File: src/rtl/stes_pkg.sv
// Package for the sorted table with smallest-size eviction.
// Field widths, register map, command codes and the stored entry type.
// No dependencies.
`timescale 1ns / 1ps

package stes_pkg;

   localparam int TIME_W      = 32;
   localparam int SIZE_W      = 16;
   localparam int TOTAL_W     = 21;
   localparam int COUNT_OUT_W = 6;

   localparam int DEFAULT_DEPTH = 32;

   localparam logic [TOTAL_W-1:0] TOTAL_MAX = '1;
   localparam logic [TOTAL_W-1:0] CAP_RESET = TOTAL_W'(32768);

   // Command codes
   localparam logic CMD_INSERT = 1'b0;
   localparam logic CMD_EVICT  = 1'b1;

   // Register map: byte address, word index in bit 2 and up
   localparam int         CSR_ADDR_W   = 3;
   localparam logic [0:0] CSR_CAPACITY = 1'b0;

   // One table entry as stored in the RAM
   typedef struct packed {
      logic [TIME_W-1:0] stamp;
      logic [SIZE_W-1:0] size;
   } entry_type;

endpackage

File: src/rtl/sorted_table_evict_smallest.sv
// Top level of the sorted table with smallest-size eviction.
// Depends on stes_pkg and on stes_ram for the entry table.
`timescale 1ns / 1ps

// Usage:
//  - Command channel: a transaction is taken at a clock edge with start high
//    and busy low. req_cmd selects insert or evict; req_time_stamp and
//    req_entry_size carry the entry for an insert.
//  - Result channel: each result is shown for one cycle with rsp_valid high.
//    Insert gives one result. Evict gives one result per removed entry, or
//    one empty result when the total already fits; rsp_last marks the final.
//  - The receiver cannot stall: every result must be taken the cycle shown.
//  - Insert into a non-empty table reads down from the top entry, moving
//    each entry with a later timestamp up one slot, then writes the new
//    entry; a refused insert leaves the table as is. Evict gives an empty
//    result when nothing has to go. Else, for each removal, one table walk
//    finds the smallest size and a second closes the gap. The single RAM
//    port pair, one entry per cycle, sets the pace of these walks. busy is
//    high while a command is worked on; a refused insert never raises it.
//  - Configuration (capacity) goes through the APB port; the user must keep
//    to writing it while busy is low, the block itself does not enforce it.
//  - Reset empties the table (count and total zero) and loads capacity 32768;
//    the RAM needs no clearing pass since only held slots are read.
module sorted_table_evict_smallest
   import stes_pkg::*;
#(
   parameter int DEPTH = DEFAULT_DEPTH
) (
   input  logic                   clock,
   input  logic                   reset,
   // command channel
   input  logic                   start,
   output logic                   busy,
   input  logic                   req_cmd,
   input  logic [TIME_W-1:0]      req_time_stamp,
   input  logic [SIZE_W-1:0]      req_entry_size,
   // result channel
   output logic                   rsp_valid,
   output logic                   rsp_removed_valid,
   output logic [TIME_W-1:0]      rsp_removed_time,
   output logic [SIZE_W-1:0]      rsp_removed_size,
   output logic [TOTAL_W-1:0]     rsp_total_size,
   output logic [COUNT_OUT_W-1:0] rsp_entry_count,
   output logic                   rsp_rejected,
   output logic                   rsp_last,
   // configuration port
   input  logic                   psel,
   input  logic                   penable,
   input  logic                   pwrite,
   input  logic [CSR_ADDR_W-1:0]  paddr,
   input  logic [31:0]            pwdata,
   output logic [31:0]            prdata,
   output logic                   pready
);

   localparam int IDX_W = $clog2(DEPTH);
   localparam int CNT_W = $clog2(DEPTH + 1);

   // Sequencer states
   localparam logic [2:0] S_IDLE      = 3'd0;
   localparam logic [2:0] S_INS_WALK  = 3'd1;
   localparam logic [2:0] S_INS_PLACE = 3'd2;
   localparam logic [2:0] S_EV_CHECK  = 3'd3;
   localparam logic [2:0] S_EV_SCAN   = 3'd4;
   localparam logic [2:0] S_EV_SHIFT  = 3'd5;
   localparam logic [2:0] S_EV_REMOVE = 3'd6;

   logic [2:0]         state_ff, state_in;
   logic [CNT_W-1:0]   cnt_ff, cnt_in;
   logic [TOTAL_W-1:0] total_ff, total_in;
   logic [TOTAL_W-1:0] cap_ff, cap_in;
   logic [TIME_W-1:0]  t_ff, t_in;
   logic [SIZE_W-1:0]  s_ff, s_in;
   logic [IDX_W-1:0]   ptr_ff, ptr_in;
   entry_type          min_ff, min_in;
   logic [IDX_W-1:0]   min_idx_ff, min_idx_in;

   logic                   rsp_valid_ff, rsp_valid_in;
   logic                   rsp_rvalid_ff, rsp_rvalid_in;
   logic [TIME_W-1:0]      rsp_time_ff, rsp_time_in;
   logic [SIZE_W-1:0]      rsp_size_ff, rsp_size_in;
   logic [TOTAL_W-1:0]     rsp_total_ff, rsp_total_in;
   logic [COUNT_OUT_W-1:0] rsp_count_ff, rsp_count_in;
   logic                   rsp_rej_ff, rsp_rej_in;
   logic                   rsp_last_ff, rsp_last_in;

   // RAM port signals
   logic             wr_en;
   logic [IDX_W-1:0] wr_addr;
   entry_type        wr_data;
   logic [IDX_W-1:0] rd_addr;
   entry_type        rd_data;

   // Derived control values
   logic               csr_wr;
   logic               tbl_full;
   logic               tbl_over;
   logic [IDX_W-1:0]   last_idx;
   logic               scan_take;
   entry_type          scan_min;
   logic [IDX_W-1:0]   scan_idx;
   logic               scan_end;
   logic [CNT_W-1:0]   rem_cnt;
   logic [TOTAL_W-1:0] rem_total;
   logic               rem_last;
   entry_type          new_entry;

   // Entry table
   stes_ram #(
      .WIDTH ($bits(entry_type)),
      .DEPTH (DEPTH)
   ) u_table (
      .clock   (clock),
      .wr_en   (wr_en),
      .wr_addr (wr_addr),
      .wr_data (wr_data),
      .rd_addr (rd_addr),
      .rd_data (rd_data)
   );

   // Configuration register
   assign csr_wr = psel && penable && pwrite && pready
                   && (paddr[CSR_ADDR_W-1:2] == CSR_CAPACITY);
   assign cap_in = csr_wr ? pwdata[TOTAL_W-1:0] : cap_ff;
   assign pready = 1'b1;
   assign prdata = (paddr[CSR_ADDR_W-1:2] == CSR_CAPACITY) ? 32'(cap_ff) : 32'd0;

   // Insert admission checks
   assign tbl_full = (cnt_ff == CNT_W'(DEPTH));
   assign tbl_over = ({1'b0, total_ff} + (TOTAL_W + 1)'(req_entry_size))
                     > {1'b0, TOTAL_MAX};
   assign last_idx = IDX_W'(cnt_ff - 1'b1);
   assign new_entry = '{stamp: t_ff, size: s_ff};

   // Running minimum: strictly smaller wins, so the first one stays on ties
   assign scan_take = (ptr_ff == '0) || (rd_data.size < min_ff.size);
   assign scan_min  = scan_take ? rd_data : min_ff;
   assign scan_idx  = scan_take ? ptr_ff : min_idx_ff;
   assign scan_end  = (ptr_ff == last_idx);

   // State after the pending removal
   assign rem_cnt   = cnt_ff - 1'b1;
   assign rem_total = total_ff - TOTAL_W'(min_ff.size);
   assign rem_last  = !((rem_total > cap_ff) && (rem_cnt != '0));

   // Sequencer
   always_comb begin
      state_in   = state_ff;
      cnt_in     = cnt_ff;
      total_in   = total_ff;
      t_in       = t_ff;
      s_in       = s_ff;
      ptr_in     = ptr_ff;
      min_in     = min_ff;
      min_idx_in = min_idx_ff;

      rsp_valid_in  = 1'b0;
      rsp_rvalid_in = rsp_rvalid_ff;
      rsp_time_in   = rsp_time_ff;
      rsp_size_in   = rsp_size_ff;
      rsp_total_in  = rsp_total_ff;
      rsp_count_in  = rsp_count_ff;
      rsp_rej_in    = rsp_rej_ff;
      rsp_last_in   = rsp_last_ff;

      rd_addr = ptr_ff;
      wr_en   = 1'b0;
      wr_addr = ptr_ff;
      wr_data = rd_data;

      unique case (state_ff)
         S_IDLE: begin
            if (start) begin
               t_in = req_time_stamp;
               s_in = req_entry_size;
               if (req_cmd == CMD_INSERT) begin
                  if (tbl_full || tbl_over) begin
                     // refused: table left as is
                     rsp_valid_in  = 1'b1;
                     rsp_rvalid_in = 1'b0;
                     rsp_time_in   = '0;
                     rsp_size_in   = '0;
                     rsp_total_in  = total_ff;
                     rsp_count_in  = COUNT_OUT_W'(cnt_ff);
                     rsp_rej_in    = 1'b1;
                     rsp_last_in   = 1'b1;
                  end else if (cnt_ff == '0) begin
                     ptr_in   = '0;
                     state_in = S_INS_PLACE;
                  end else begin
                     rd_addr  = last_idx;
                     ptr_in   = last_idx;
                     state_in = S_INS_WALK;
                  end
               end else begin
                  state_in = S_EV_CHECK;
               end
            end
         end

         // Walk down from the top, moving later timestamps up one slot
         S_INS_WALK: begin
            wr_en   = 1'b1;
            wr_addr = IDX_W'(ptr_ff + 1'b1);
            if (rd_data.stamp > t_ff) begin
               wr_data = rd_data;
               if (ptr_ff == '0) begin
                  state_in = S_INS_PLACE;
               end else begin
                  rd_addr = IDX_W'(ptr_ff - 1'b1);
                  ptr_in  = IDX_W'(ptr_ff - 1'b1);
               end
            end else begin
               wr_data       = new_entry;
               cnt_in        = cnt_ff + 1'b1;
               total_in      = total_ff + TOTAL_W'(s_ff);
               rsp_valid_in  = 1'b1;
               rsp_rvalid_in = 1'b0;
               rsp_time_in   = '0;
               rsp_size_in   = '0;
               rsp_total_in  = total_in;
               rsp_count_in  = COUNT_OUT_W'(cnt_in);
               rsp_rej_in    = 1'b0;
               rsp_last_in   = 1'b1;
               state_in      = S_IDLE;
            end
         end

         // New entry goes into the slot at the pointer
         S_INS_PLACE: begin
            wr_en         = 1'b1;
            wr_addr       = ptr_ff;
            wr_data       = new_entry;
            cnt_in        = cnt_ff + 1'b1;
            total_in      = total_ff + TOTAL_W'(s_ff);
            rsp_valid_in  = 1'b1;
            rsp_rvalid_in = 1'b0;
            rsp_time_in   = '0;
            rsp_size_in   = '0;
            rsp_total_in  = total_in;
            rsp_count_in  = COUNT_OUT_W'(cnt_in);
            rsp_rej_in    = 1'b0;
            rsp_last_in   = 1'b1;
            state_in      = S_IDLE;
         end

         // Start a removal, or report that nothing has to go
         S_EV_CHECK: begin
            if ((total_ff > cap_ff) && (cnt_ff != '0)) begin
               rd_addr  = '0;
               ptr_in   = '0;
               state_in = S_EV_SCAN;
            end else begin
               rsp_valid_in  = 1'b1;
               rsp_rvalid_in = 1'b0;
               rsp_time_in   = '0;
               rsp_size_in   = '0;
               rsp_total_in  = total_ff;
               rsp_count_in  = COUNT_OUT_W'(cnt_ff);
               rsp_rej_in    = 1'b0;
               rsp_last_in   = 1'b1;
               state_in      = S_IDLE;
            end
         end

         // One entry per cycle through the compare unit
         S_EV_SCAN: begin
            min_in     = scan_min;
            min_idx_in = scan_idx;
            if (scan_end) begin
               if (scan_idx == last_idx) begin
                  state_in = S_EV_REMOVE;
               end else begin
                  rd_addr  = IDX_W'(scan_idx + 1'b1);
                  ptr_in   = IDX_W'(scan_idx + 1'b1);
                  state_in = S_EV_SHIFT;
               end
            end else begin
               rd_addr = IDX_W'(ptr_ff + 1'b1);
               ptr_in  = IDX_W'(ptr_ff + 1'b1);
            end
         end

         // Close the gap: move each later entry down one slot
         S_EV_SHIFT: begin
            wr_en   = 1'b1;
            wr_addr = IDX_W'(ptr_ff - 1'b1);
            wr_data = rd_data;
            if (scan_end) begin
               state_in = S_EV_REMOVE;
            end else begin
               rd_addr = IDX_W'(ptr_ff + 1'b1);
               ptr_in  = IDX_W'(ptr_ff + 1'b1);
            end
         end

         // Report the removed entry and decide whether to go on
         S_EV_REMOVE: begin
            cnt_in        = rem_cnt;
            total_in      = rem_total;
            rsp_valid_in  = 1'b1;
            rsp_rvalid_in = 1'b1;
            rsp_time_in   = min_ff.stamp;
            rsp_size_in   = min_ff.size;
            rsp_total_in  = rem_total;
            rsp_count_in  = COUNT_OUT_W'(rem_cnt);
            rsp_rej_in    = 1'b0;
            rsp_last_in   = rem_last;
            state_in      = rem_last ? S_IDLE : S_EV_CHECK;
         end

         default: begin
            state_in = S_IDLE;
         end
      endcase
   end

   // Control registers
   always_ff @(posedge clock) begin
      if (reset) begin
         state_ff     <= S_IDLE;
         cnt_ff       <= '0;
         total_ff     <= '0;
         cap_ff       <= CAP_RESET;
         rsp_valid_ff <= 1'b0;
      end else begin
         state_ff     <= state_in;
         cnt_ff       <= cnt_in;
         total_ff     <= total_in;
         cap_ff       <= cap_in;
         rsp_valid_ff <= rsp_valid_in;
      end
   end

   // Payload registers
   always_ff @(posedge clock) begin
      t_ff          <= t_in;
      s_ff          <= s_in;
      ptr_ff        <= ptr_in;
      min_ff        <= min_in;
      min_idx_ff    <= min_idx_in;
      rsp_rvalid_ff <= rsp_rvalid_in;
      rsp_time_ff   <= rsp_time_in;
      rsp_size_ff   <= rsp_size_in;
      rsp_total_ff  <= rsp_total_in;
      rsp_count_ff  <= rsp_count_in;
      rsp_rej_ff    <= rsp_rej_in;
      rsp_last_ff   <= rsp_last_in;
   end

   assign busy              = (state_ff != S_IDLE);
   assign rsp_valid         = rsp_valid_ff;
   assign rsp_removed_valid = rsp_rvalid_ff;
   assign rsp_removed_time  = rsp_time_ff;
   assign rsp_removed_size  = rsp_size_ff;
   assign rsp_total_size    = rsp_total_ff;
   assign rsp_entry_count   = rsp_count_ff;
   assign rsp_rejected      = rsp_rej_ff;
   assign rsp_last          = rsp_last_ff;

`ifndef SYNTHESIS
   // Held count never goes past the table depth
   a_cnt_bound: assert property (@(posedge clock) disable iff (reset)
      cnt_ff <= CNT_W'(DEPTH))
      else $error("entry count exceeds table depth");

   // Writes only touch held slots or the one just above them
   a_wr_range: assert property (@(posedge clock) disable iff (reset)
      wr_en |-> (CNT_W'(wr_addr) <= cnt_ff))
      else $error("table write outside held range");

   // An accepted transaction either starts work or answers next cycle
   a_accept_progress: assert property (@(posedge clock) disable iff (reset)
      (start && !busy) |=> (busy || rsp_valid))
      else $error("accepted transaction produced nothing");

   // A result that is not the final one leaves the block busy
   a_more_results: assert property (@(posedge clock) disable iff (reset)
      (rsp_valid && !rsp_last) |-> busy)
      else $error("non-final result while idle");

   // Removal results are never flagged as refused
   a_removed_not_rej: assert property (@(posedge clock) disable iff (reset)
      (rsp_valid && rsp_removed_valid) |-> (!rsp_rejected && $past(busy)))
      else $error("removal result flagged as refused");
`endif

endmodule

File: src/rtl/stes_ram.sv
// Generic single-write, single-read RAM with a registered read port.
// Used for the entry table; no dependencies.
`timescale 1ns / 1ps

module stes_ram #(
   parameter int WIDTH = 48,
   parameter int DEPTH = 32
) (
   input  logic                     clock,
   input  logic                     wr_en,
   input  logic [$clog2(DEPTH)-1:0] wr_addr,
   input  logic [WIDTH-1:0]         wr_data,
   input  logic [$clog2(DEPTH)-1:0] rd_addr,
   output logic [WIDTH-1:0]         rd_data
);

   logic [WIDTH-1:0] mem_ff [DEPTH];
   logic [WIDTH-1:0] rd_data_ff;

   // Write port
   always_ff @(posedge clock) begin
      if (wr_en) begin
         mem_ff[wr_addr] <= wr_data;
      end
   end

   // Registered read port
   always_ff @(posedge clock) begin
      rd_data_ff <= mem_ff[rd_addr];
   end

   assign rd_data = rd_data_ff;

endmodule

File: config.mk
export PLATFORM = sky130hd
export DESIGN_NAME = sorted_table_evict_smallest
export DESIGN_NICKNAME = d
export VERILOG_FILES = /design/src/rtl/stes_pkg.sv /design/src/rtl/sorted_table_evict_smallest.sv /design/src/rtl/stes_ram.sv
export SDC_FILE = /design/constraint.sdc
export NUM_CORES = 2
export LEC_CHECK = 0
export BUFFER_PORTS_ARGS = -buffer_cell sky130_fd_sc_hd__buf_4
export CORE_MARGIN = 4
export CORE_UTILIZATION = 60
export DETAILED_ROUTE_END_ITERATION = 7
export PLACE_DENSITY_LB_ADDON = 0.3
export SYNTH_ARGS = -nofsm -noshare
export SYNTH_HDL_FRONTEND = slang
export SYNTH_SLANG_ARGS = --single-unit
File: constraint.sdc
create_clock -name clock -period 12.7 [get_ports clock]
set_clock_uncertainty 0.2 [all_clocks]
set_input_delay 0.635 -clock clock [delete_from_list [all_inputs] [get_ports clock]]
set_output_delay 0.635 -clock clock [all_outputs]
set_load 0.01 [all_outputs]
; After elaboration in Yosys (flattened, before gate mapping)
; Memory sizes are Yosys's and may differ from the RTL's. A register that Yosys moved wholly into a read port is not among the register bits.
; Cells that the tools add are included.
[totals]
regBits = 236
mem_bits_rw = 1536
inputBits = 90
output_inout_bits = 113
elab_cells = 160
memories = 1
[memory_table]
columns = name, words, width, rd, rd_clocked_by_memory_dff, wr, line
row1 = u_table.mem_ff, 32, 48, 1, 1, 1, stes_ram.sv:17  ; logic [WIDTH-1:0] mem_ff [DEPTH];
[classes]
addsub = 8
order_cmp = 5
eq_ne = 19
mux = 81
bitwise_logic = 1
reduce_logical = 27
[ops]
columns = op, n
row1 = $mux W32, 5
row2 = $pmux W32 S5, 1
row3 = $mux W21, 6
row4 = $pmux W21 S5, 1
row5 = $pmux W48 S2, 1
row6 = $mux W16, 5
row7 = $pmux W16 S5, 1
row8 = $mux W5, 15
row9 = $pmux W21 S3, 1
row10 = $pmux W5 S5, 2
row11 = $mux W48, 1
row12 = $gt A21 B21 Y1, 2
row13 = $gt A32 B32 Y1, 1
row14 = $mux W6, 5
row15 = $pmux W6 S5, 1
row16 = $mux W3, 8
row17 = $add A21 B16 Y22, 1
row18 = $gt A22 B21 Y1 const B, 1
row19 = $add A21 B16 Y21, 1
row20 = $sub A21 B16 Y21, 1
row21 = $mux W1, 18
row22 = $pmux W3 S6, 1
row23 = $pmux W6 S3, 1
row24 = $lt A16 B16 Y1, 1
row25 = other kinds (32), 60

; Logic depth before layout (Yosys ltp)
[depth]
ltp_word = 7
mapped_depth = 25

; Hierarchy
; From an unflattened synthesis, not the netlist that was laid out.
[unflattened]
cells_unflattened = 4875
area_unflattened_um2 = 75442.4
[modules_own_cells]
columns = mod, n_inst, cells_each, area_per_inst_um2
row1 = stes_ram, 1, 3364, 60724.5
row2 = sorted_table_evict_smallest, 1, 1511, 14717.9

; Least setup slack after synthesis
; No wires, ideal clock.
[synth_timing]
path_kind = in2reg
from = in req_entry_size[6]
to = reg rsp_count_ff[0], in the netlist rsp_entry_count[0], enable pin
setup_ps = 620
t_arrival_ps = 7710
required_ps = 11880
path_slack_ps = 4170
stages = 10
path_buffers = 0
path_cell_list = ha_1 -> nand2_1 -> nor3_1 -> a211oi_1 -> or3_1 -> a211o_1 -> a21boi_0 -> nor4b_1 -> a21oi_1 -> o21ai_0
[synth_via]
elab_chain_cells = 5
[synth_lines]
columns = item, line
row1 = start: declaration, sorted_table_evict_smallest.sv:36  ; input logic [SIZE_W-1:0] req_entry_size,
row2 = $add A21 B16 Y22, sorted_table_evict_smallest.sv:130  ; assign tbl_over = ({1'b0, total_ff} + (TOTAL_W + 1)'(req_entry_size))
row3 = $gt A22 B21 Y1, sorted_table_evict_smallest.sv:131  ; > {1'b0, TOTAL_MAX};
row4 = $logic_or A1 B1 Y1, sorted_table_evict_smallest.sv:177  ; if (tbl_full || tbl_over) begin
row5 = $ne A2 B2 Y1 (no line), n/a
row6 = $reduce_and A6 Y1 (no line), n/a
row7 = end signal: assignment, sorted_table_evict_smallest.sv:346  ; rsp_count_ff <= rsp_count_in;
row8 = end: declaration, sorted_table_evict_smallest.sv:83  ; logic [COUNT_OUT_W-1:0] rsp_count_ff, rsp_count_in;
; No other way between the ends.
; A chain may end at the register's enable or synchronous reset.

; Worst setup path in the final report
[layout_timing]
from = reg t_ff[31]
to = reg u_table.rd_data_ff[36], in the netlist u_table.rd_data[36] (read register of u_table.mem_ff)
[layout_via]
elab_chain_cells = 3
[layout_lines]
columns = item, line
row1 = start: declaration, sorted_table_evict_smallest.sv:72  ; logic [TIME_W-1:0] t_ff, t_in;
row2 = start signal: assignment, sorted_table_evict_smallest.sv:337  ; t_ff <= t_in;
row3 = $gt A32 B32 Y1, sorted_table_evict_smallest.sv:205  ; if (rd_data.stamp > t_ff) begin
row4 = $mux W5, sorted_table_evict_smallest.sv:205
row5 = $pmux W5 S5, sorted_table_evict_smallest.sv:171  ; unique case (state_ff)
row6 = end: declaration, stes_ram.sv:18  ; logic [WIDTH-1:0] rd_data_ff;
; No other way between the ends.

==> metrics <==
DR WL/cell=27.9 um; Worst Setup Path Type=flip-flop to flip-flop; Synth top area share=68.3%; final setup fails=0; core area=between 100000 and 150000 um^2; Site Rows=roughly 130; Die Wd=363 um; Post-synth ARST share=0%; RePlAce Congestion=~0.9; DR iter-0 viols=5679; total leakage power=0.0313 uW; type of origin of the critical path=flip-flop; post-synth cell types=76; CTS tree=built; fmax=0.116 GHz; Total GRT Usage=29.3%; status=finished, final reports clean; Num CTS Buffers=between 150 and 200; Setup WS post-layout=4.06 ns; number of global-route vias before repair=43900; Max Fanout on Critical Path=60; post-layout min period=8.64 ns; Root Driver=clkbuf_16; Antenna Cells=0; Peak VDD IR=roughly 350 uV; router iterations before antenna repair=6; first-pass GRT wire length=284000 um; largest net degree at the start of global routing=176; Detail Placement HPWL=just over 100000 um; Clock Latency Late Sink=~0.80 ns; Area Growth Syn to Fin=12.8%; TNS Setup=0 ns; layout cells sized above 1=13.3%; Post-synth top flop=edfxtp_1; clock-pin transition on the worst setup and hold timing paths=0.06 ns; DR vias/cell=around 6.5; worst min path class=input port to flip-flop; crit path capture type=flip-flop; critical path required time=13.17 ns; via count=around 45000; cell with the most instances after synthesis=edfxtp_1; Starting Density=60.8%; Tcrit/Tclk final=68.0%; synth cell count leaders=1720 x edfxtp_1, 681 x mux2i_1, 373 x nand2_1; max-cap check violation count=0; io pins=203; unrepaired setup endpoints after global routing=no; CTS H-tree depth=4; gr ovfl total=0; detailed-route DRC error count=0; final hold vios=0; Port Buf Inserts=177; Avg Cell Area, Syn=15.2 um^2; top post-synthesis cells by area=edfxtp_1 68%, mux2i_1 9.0%, dfxtp_1 2.6%; worst slew pin tran=roughly 1.3 ns; clk buf depth=3; fin. max-slew vios=0; area of the die=~130000 um^2; Seq cells post-synth=1820; Die Y=363 um; Final Net Count=~5500; fillers=between 7000 and 8000; Synth area leader=edfxtp_1; power per standard cell area=282 nW/um^2; CTS Sinks=approximately 1800; post-cts sizing count=0; post-place setup slack=4.26 ns; Antenna Nets Post-Route=0; Max-slew headroom=10.9%; cells after synthesis=approximately 5000; mapped cell area=75600 um^2; Critical Path AT=a little over 9 ns; initial antenna violation count=9; Post-synth EDFFs=1720; Ys Warns=0; post-synthesis sequential area ratio=between 70% and 80%; Post-Route WL=a little under 200000 um
[final timing paths]
kind / start / slack, ns / cells past startpoint / endpoint
setup / recovery: t_ff[31] / 4.06 / 18 / u_table.rd_data[36]
hold reg to reg: cap_ff[19] / 0.25 / 2 / cap_ff[19]
setup reg to reg: t_ff[31] / 4.06 / 18 / u_table.rd_data[36]
hold / removal: start / 0.15 / 3 / state_ff[1]
[per-stage QoR]
stage	std cells	total power (uW)	hold WS (ns)	util [%]	area, um^2
detailed placement	6619	18800	0.247	63.4	78900
global route	7014	25100	0.161	68.6	85300
CTS	7014	24000	0.0809	68.6	85300
floorplan	4996	15900	0.216	-	75700
global placement	6619	18600	0.241	63.4	78900
finish	7014	24000	0.155	68.6	85300
[registers in the layout, summed over array words and instances (netlist names)]
signal / flops
t_ff: 32
rsp_valid: 1
u_table.rd_data: 48
cnt_ff: 6
s_ff: 16
min_ff: 48
u_table.mem_ff: 1536
rsp_last: 1
rsp_rejected: 1
rsp_removed_valid: 1
rsp_entry_count: 6
ptr_ff: 5
rsp_total_size: 21
cap_ff: 21
state_ff: 3
rsp_removed_time: 32
total_ff: 21
rsp_removed_size: 16
min_idx_ff: 5
[worst max-delay path, cell delays in order (launching register included)]
cell      delay [ns]
edfxtp_1        0.32
inv_1           0.09
ha_1            0.37
nand2_1         0.12
nor3_1          0.75
and4_1          0.62
o31a_1          0.42
nor4b_1         0.12
buf_4           0.21
nor2_1          0.53
nand2_1         0.14
o311ai_0        0.93
a211o_4         0.63
buf_4           0.91
nand2b_4        0.68
buf_4           0.64
o22ai_1         0.26
nor3_1          0.12
o221ai_1        0.33
[cell type report]
type	instances	area, um^2	area share [%]
clock buffer	253	5070	5.94
clock inverter	73	636	0.745
inverter	97	364	0.427
multi-input combinational	2780	20700	24.2
sequential	1820	53700	62.9
tap	1637	2050	2.40
timing repair buffer	354	2910	3.40
[cell usage in the layout (no fill, tap or decap), types with 12 or more instances in the layout]
| cell | count |
|---|---|
| a21o_1 | 64 |
| clkbuf_16 | 182 |
| edfxtp_1 | 1720 |
| xnor2_1 | 43 |
| dlygate4sd3_1 | 69 |
| clkinv_1 | 26 |
| mux2_2 | 115 |
| a31oi_1 | 54 |
| a211oi_1 | 57 |
| inv_1 | 97 |
| nor2_4 | 32 |
| nand4_1 | 19 |
| o211ai_1 | 27 |
| and3_1 | 44 |
| conb_1 | 12 |
| clkbuf_1 | 46 |
| a21oi_1 | 111 |
| clkinv_2 | 26 |
| a211o_1 | 53 |
| o22ai_1 | 197 |
| o221ai_1 | 50 |
| nor3_1 | 81 |
| nor3b_1 | 51 |
| dfxtp_1 | 99 |
| xor2_1 | 18 |
| nand3_1 | 81 |
| nor2_1 | 235 |
| ha_1 | 143 |
| o21ai_0 | 53 |
| nand2_1 | 371 |
| clkbuf_8 | 25 |
| mux2i_1 | 681 |
| o21a_1 | 15 |
| o21ai_1 | 36 |
| buf_4 | 279 |
| nor2b_1 | 12 |
[logic make-up after synthesis]
group	synth area share, %
multiplexers	10.7
flip-flops	70.9
AND/OR/NAND/NOR	5.86
adder cells (fa/ha/maj)	2.42
other	0.00993
AO/OA/AOI/OAI	6.95
buffers and inverters	2.31
XOR/XNOR	0.786
[timing repair]
action / 4_1_cts / 5_1_grt
hold endpoints to repair: 69 / 0
setup buffers: 0 / 0
hold buffers: 69 / 0
[per-layer routing]
metal	global-route usage [%]	vias to the layer above	share of wire [%]
li1	-	19700	-
met1	41.7	22600	39
met2	46.2	2621	46
met3	5.15	394	11
met4	10.4	2	3.4
met5	0	-	0.0066
[report_power, final]
part           total (uW)  switching (uW)  internal, uW
registers            8890             312          8580
clock network        5140            2160          2970
logic               10000            6500          3500
Note: power is estimated with default switching activity, not from simulation.
